<file path="src/rtl/core/assert_macros.svh">
// Assertion macros shared by the RTL of the prefix trie engine.
`ifndef ASSERT_MACROS_SVH
`define ASSERT_MACROS_SVH

// Property checked on every rising clock edge, off while reset is high.
`define PTE_ASSERT(label, prop, msg) \
   label: assert property (@(posedge clock) disable iff (reset) (prop)) else $error(msg);

// Condition that must never be true.
`define PTE_NEVER(label, expr, msg) \
   `PTE_ASSERT(label, !(expr), msg)

`endif

</file>
<file path="src/rtl/core/pte_pkg.sv">
// Package of the prefix trie engine: sizes, opcodes, payload and control types.
package pte_pkg;

   localparam int NODE_COUNT    = 1024;
   localparam int ALPHABET_SIZE = 26;
   localparam int TABLE_SIZE    = NODE_COUNT * ALPHABET_SIZE;
   localparam int NODE_W        = $clog2(NODE_COUNT);
   localparam int USED_W        = $clog2(NODE_COUNT + 1);
   localparam int SLOT_W        = $clog2(TABLE_SIZE);
   localparam int LETTER_W      = 5;
   localparam int OPCODE_W      = 2;

   localparam logic [OPCODE_W-1:0] OP_INSERT = 2'd0;
   localparam logic [OPCODE_W-1:0] OP_SEARCH = 2'd1;
   localparam logic [OPCODE_W-1:0] OP_PREFIX = 2'd2;
   localparam logic [OPCODE_W-1:0] OP_NONE   = 2'd3;

   typedef struct packed {
      logic [OPCODE_W-1:0] opcode;
      logic [LETTER_W-1:0] letter;
      logic                last_letter;
   } trie_req_type;

   typedef struct packed {
      logic found;
      logic status;
   } trie_rsp_type;

   typedef enum logic [2:0] {
      ST_CLEAR,
      ST_IDLE,
      ST_LOOKUP,
      ST_FINISH,
      ST_CHECK
   } pte_state_type;

   typedef struct packed {
      logic clear_write;
      logic capture;
      logic resolve;
      logic mark_end;
      logic read_end;
      logic respond;
   } pte_cmd_type;

   typedef struct packed {
      logic                clear_last;
      logic [OPCODE_W-1:0] opcode;
      logic                last_letter;
   } pte_stat_type;

endpackage

</file>
<file path="src/rtl/core/pte_ctrl.sv">
// Controller state machine of the prefix trie engine.
module pte_ctrl (
   input  logic                  clock,
   input  logic                  reset,
   input  logic                  start,
   input  pte_pkg::pte_stat_type stat,
   output pte_pkg::pte_cmd_type  cmd,
   output logic                  busy
);

   pte_pkg::pte_state_type state_ff;
   pte_pkg::pte_state_type state_in;

   always_ff @(posedge clock) begin
      if (reset) begin
         state_ff <= pte_pkg::ST_CLEAR;
      end else begin
         state_ff <= state_in;
      end
   end

   always_comb begin
      state_in = state_ff;
      case (state_ff)
         pte_pkg::ST_CLEAR: begin
            if (stat.clear_last) begin
               state_in = pte_pkg::ST_IDLE;
            end
         end
         pte_pkg::ST_IDLE: begin
            if (start) begin
               state_in = pte_pkg::ST_LOOKUP;
            end
         end
         pte_pkg::ST_LOOKUP: begin
            if (stat.opcode == pte_pkg::OP_NONE || !stat.last_letter) begin
               state_in = pte_pkg::ST_IDLE;
            end else begin
               state_in = pte_pkg::ST_FINISH;
            end
         end
         pte_pkg::ST_FINISH: begin
            if (stat.opcode == pte_pkg::OP_SEARCH) begin
               state_in = pte_pkg::ST_CHECK;
            end else begin
               state_in = pte_pkg::ST_IDLE;
            end
         end
         pte_pkg::ST_CHECK: begin
            state_in = pte_pkg::ST_IDLE;
         end
         default: begin
            state_in = pte_pkg::ST_IDLE;
         end
      endcase
   end

   always_comb begin
      cmd  = '0;
      busy = 1'b1;
      case (state_ff)
         pte_pkg::ST_CLEAR: begin
            cmd.clear_write = 1'b1;
         end
         pte_pkg::ST_IDLE: begin
            busy        = 1'b0;
            cmd.capture = start;
         end
         pte_pkg::ST_LOOKUP: begin
            cmd.resolve = 1'b1;
         end
         pte_pkg::ST_FINISH: begin
            if (stat.opcode == pte_pkg::OP_SEARCH) begin
               cmd.read_end = 1'b1;
            end else begin
               cmd.mark_end = (stat.opcode == pte_pkg::OP_INSERT);
               cmd.respond  = 1'b1;
            end
         end
         pte_pkg::ST_CHECK: begin
            cmd.respond = 1'b1;
         end
         default: begin
            cmd = '0;
         end
      endcase
   end

endmodule

</file>
<file path="config.mk">
export PLATFORM = sky130hd
export DESIGN_NAME = pte_ctrl
export DESIGN_NICKNAME = d
export VERILOG_FILES = /design/src/rtl/core/assert_macros.svh /design/src/rtl/core/pte_pkg.sv /design/src/rtl/core/pte_ctrl.sv
export SDC_FILE = /design/constraint.sdc
export NUM_CORES = 1
export LEC_CHECK = 0
export BUFFER_PORTS_ARGS = -buffer_cell sky130_fd_sc_hd__buf_4
export CAP_MARGIN = 20
export CORE_AREA = 2 2 39 41
export DETAILED_ROUTE_END_ITERATION = 10
export DIE_AREA = 0 0 41 43
export GPL_TIMING_DRIVEN = 0
export HOLD_SLACK_MARGIN = 0.1
export SYNTH_ARGS = -nofsm -noshare
export SYNTH_HDL_FRONTEND = slang
export SYNTH_SLANG_ARGS = --single-unit
</file>
<file path="constraint.sdc">
create_clock -name clock -period 1 [get_ports clock]
set_input_delay 0.2 -clock clock [delete_from_list [all_inputs] [get_ports clock]]
set_output_delay 0.2 -clock clock [all_outputs]
set_load 0.01 [all_outputs]
</file>
After elaboration in Yosys (flattened, before gate mapping)
Cells that the tools add are included.
Widths: inputs -> output; s select.
{"block": "totals", "regBits": 3, "input_bits": 7, "output_inout_bits": 7, "wordCells": 28}
{"block": "classes", "eq_ne": 8, "mux": 14, "reduce_logical": 5}
{"op": "$pmux 3 s4", "n": 1}
{"op": "$mux 3", "n": 3}
{"op": "$mux 1", "n": 7}
{"op": "$eq 3x2->1 const B", "n": 2}
{"op": "$mux 2", "n": 2}
{"op": "$ne 2x2->1 const B", "n": 2}
{"op": "$eq 3x1->1 const B", "n": 1}
{"op": "$eq 3x3->1 const B", "n": 1}
{"op": "$logic_not 3->1", "n": 1}
{"op": "$eq 2x1->1 const B", "n": 1}
{"op": "$eq 2x2->1 const B", "n": 1}
{"op": "$logic_not 2->1", "n": 1}
{"op": "$pmux 1 s2", "n": 1}
{"op": "$reduce_and 2->1", "n": 1}
{"op": "$logic_not 1->1", "n": 1}
{"op": "$logic_or 1x1->1", "n": 1}

Depth between registers and ports, before layout
{"block": "logic_depth", "ltp_word": 4, "depth_mapped": 3, "ltp_nobuf": 3}

Worst setup path after synthesis
OpenSTA, ideal clock, no wires.
{"block": "synth_path", "path_type": "register to output", "from": "reg state_ff[2]", "to": "out cmd[2] (netlist name)", "arrival_ns": 0.828, "required_time_ns": 0.800, "path_slack_ns": -0.028, "path_stages_with_launch": 3, "path_buffers": 0, "cell_sequence": "dfxtp_1 -> nand3b_1 -> nor3_1"}
{"element": "start, declared", "line_no": "pte_ctrl.sv:11", "source": "pte_pkg::pte_state_type state_ff;"}
{"element": "start signal, assigned", "line_no": "pte_ctrl.sv:16", "source": "state_ff <= pte_pkg::ST_CLEAR;"}
{"element": "start signal, assigned", "line_no": "pte_ctrl.sv:18", "source": "state_ff <= state_in;"}
{"element": "end, declared", "line_no": "pte_ctrl.sv:7", "source": "output pte_pkg::pte_cmd_type cmd,"}

==> results.md <==
* Vias in the first global route at 199
* Htree depth at 1
* Skew final at 0.00419 ns
* Drt first pass iters at 2
* MaxCap Viol Count at 0
* P_leak at 0.151 nW
* Later-pin clock latency in the skew report at 0.23 ns
* Post-Route WL at 504 um
* Layout Nets at 49
* Status: finished with violations
* Diodes inserted at 0
* Hold Path Class: in2reg
* Synth top area cells: dfxtp_1 34%, nor3_1 8.4%, a211oi_2 7.0%
* Slew margin rel. at 89.0%
* Synth Area in Compound Gates at 17.5%
* Crit Reg-Reg Startpoint: state_ff[2]
* Starting Density at 12.9%
* CTS Buffer Depth at 2
* Area growth syn-to-layout at 97.9%
* Final Setup Violations at 8
* Post-DR wirelength/cell at 8.84 um
* Share of layout cells above drive strength 1 at 58.5%
* Final Critical Period at 1.28 ns
* Worst Setup Start Kind: flip-flop
* Dominant cell type by area after synthesis: dfxtp_1
* Worst hold start: reset
* Ports at 14
* Via count at 225
* Initial antenna violation count at 0
* Largest family of logic cells by synthesized area: simple AND/OR/NAND/NOR gates
* Setup TNS at -1.70 ns
* 1st-iter DRT viols at 2
* Peak supply drop at 0.460 mV
* DRT antenna net count at 0
* Yosys top cell area share at 33.6%
* Final hold vios at 0
* Fmax at 783 MHz
* Final core utilization at 25.6%
* Max-slew violations at 0
* Failing checks: setup timing
* Via-to-Cell Ratio at 3.95
* Drt drc at 0
* Power Dens Cells at 1200 nW/um^2
* Simple-Gate Fraction of Synth Area at 49.0%
* CP Launch Point: state_ff[2]
* Worst Tran Pin Value at 0.164 ns
* CP endpoint kind: output port
* Num CTS Buffers at 3
* Most common cell after layout, fill and taps aside: buf_4
* Syn. warnings at 0
* Largest register FFs at 3
* Largest net degree at the start of global routing at 9
* Post-synthesis adder-cell area fraction at 0%
* Avg Inst Size Synth at 8.13 sq um
* RSZ-0062 raised after global routing: true
* Most flop-heavy register: state_ff
* Synth Instances at 22
* Hold_ws at 0.134 ns
* Root buffer cell: clkbuf_4
* Core Rows at 14
* Final Cycle Share at 128%
* #FFs+latches synth at 3
* Cts hold-fix bufs at 0
* Mux share of post-synthesis cell area at 0%
* Crit path DAT at 1.08 ns
* Core box area at 1380 sq um
* Sequential cell area fraction in the yosys report at 33.6%
* Buffers on Ports at 13
* Top Registers: state_ff: 3 flops
* Clock sink total at 3
* First-pass GRT wire length at 731 um
* Post-synthesis xor/xnor area fraction at 0%
* Crit path required time at 0.80 ns
* Die height at 43 um
* Gpl congestion at 0.669
* Clock Pin Slew Worst Setup and Hold Paths at 0.04 ns
* Worst setup path class: reg2out
* CTS tree: yes
* Die area at 1760 sq um
* Grt total ovfl at 0
* Net Count, Synth at 29
* HPWL Detailed at 364 um
* Die X at 41 um
* Synth cell types at 15
* Crit path max fanout at 3
* Cell Area, Synth at 179 sq um
* Leading cell types in the layout, fill and taps excluded: 15 x buf_4, 3 x nand2_1, 3 x nor3_1, 3 x clkbuf_4, 3 x dfxtp_4
* Post-layout worst setup margin at -0.278 ns
* GRT Total Usage at 6.31%
-- power breakdown --
part           total [mW]  switching, mW  internal [mW]  leakage [nW]
Combinational      0.0782         0.0306         0.0475         0.109
Clock               0.213         0.0632          0.150        0.0150
Sequential          0.134         0.0114          0.123        0.0267
Total               0.425          0.105          0.320         0.151
-- metal layers --
| layer | vias up | global-route usage [%] | wire [um] |
|---|---|---|---|
| met3 | 0 | 2.09 | 71 |
| met5 | - | 0 | 0 |
| li1 | 118 | - | - |
| met1 | 96 | 8.31 | 216 |
| met2 | 11 | 7.50 | 217 |
| met4 | 0 | 6.00 | 0 |
-- cell families (layout without fill, tap and decap cells) --
logic type | after synthesis | after routing
buffers and inverters | 0 | 19
AO/OA/AOI/OAI | 4 | 4
flip-flops | 3 | 3
AND/OR/NAND/NOR | 15 | 15
-- area by class of cell --
class	instances	area [sq um]
Sequential cell	3	71.3
Tap cell	16	20.0
Fill cell	160	1030
Multi-Input combinational cell	19	124
Clock buffer	4	26.3
Timing Repair Buffer	15	113
-- worst paths after layout --
kind                               endpoint  slack (ns)  cells after the start
worst max-delay path                 cmd[0]       -0.28                      3
worst min-delay path            state_ff[1]        0.13                      2
worst max register to register  state_ff[2]           0                      4
worst min register to register  state_ff[1]        0.54                      2
-- worst max-delay path: stages, from the launching register on --
cell and delay (ns):
dfxtp_4 0.33, nand3b_1 0.20, o22ai_1 0.18, buf_4 0.14
-- synthesized netlist by cell type (all sizes together) --
cell,number
a211oi,2
dfxtp,3
nor2,1
or2,1
nand2,3
nand2b,1
o22ai,1
nor2b,3
o21ai,1
nand3b,1
nor3b,1
nor3,3
nand4b,1
-- through the flow --
stage | power (mW) | area, sq um | instances | setup slack (ns)
2_1_floorplan | 0.169 | 179 | 22 | -0.0281
3_3_place_gp | 0.216 | 297 | 51 | -0.148
3_5_place_dp | 0.217 | 297 | 51 | -0.152
4_1_cts | 0.444 | 352 | 57 | -0.304
5_1_grt | 0.456 | 354 | 57 | -0.341
6_report | 0.425 | 354 | 57 | -0.278
-- timing repair --
action	in CTS	in global routing
buffers inserted	2	0
gates cloned	0	0
pin swaps	3	1
endpoints found under the setup margin	9	10
resized for setup	6	1
Note: power is estimated with default switching activity, not from simulation.
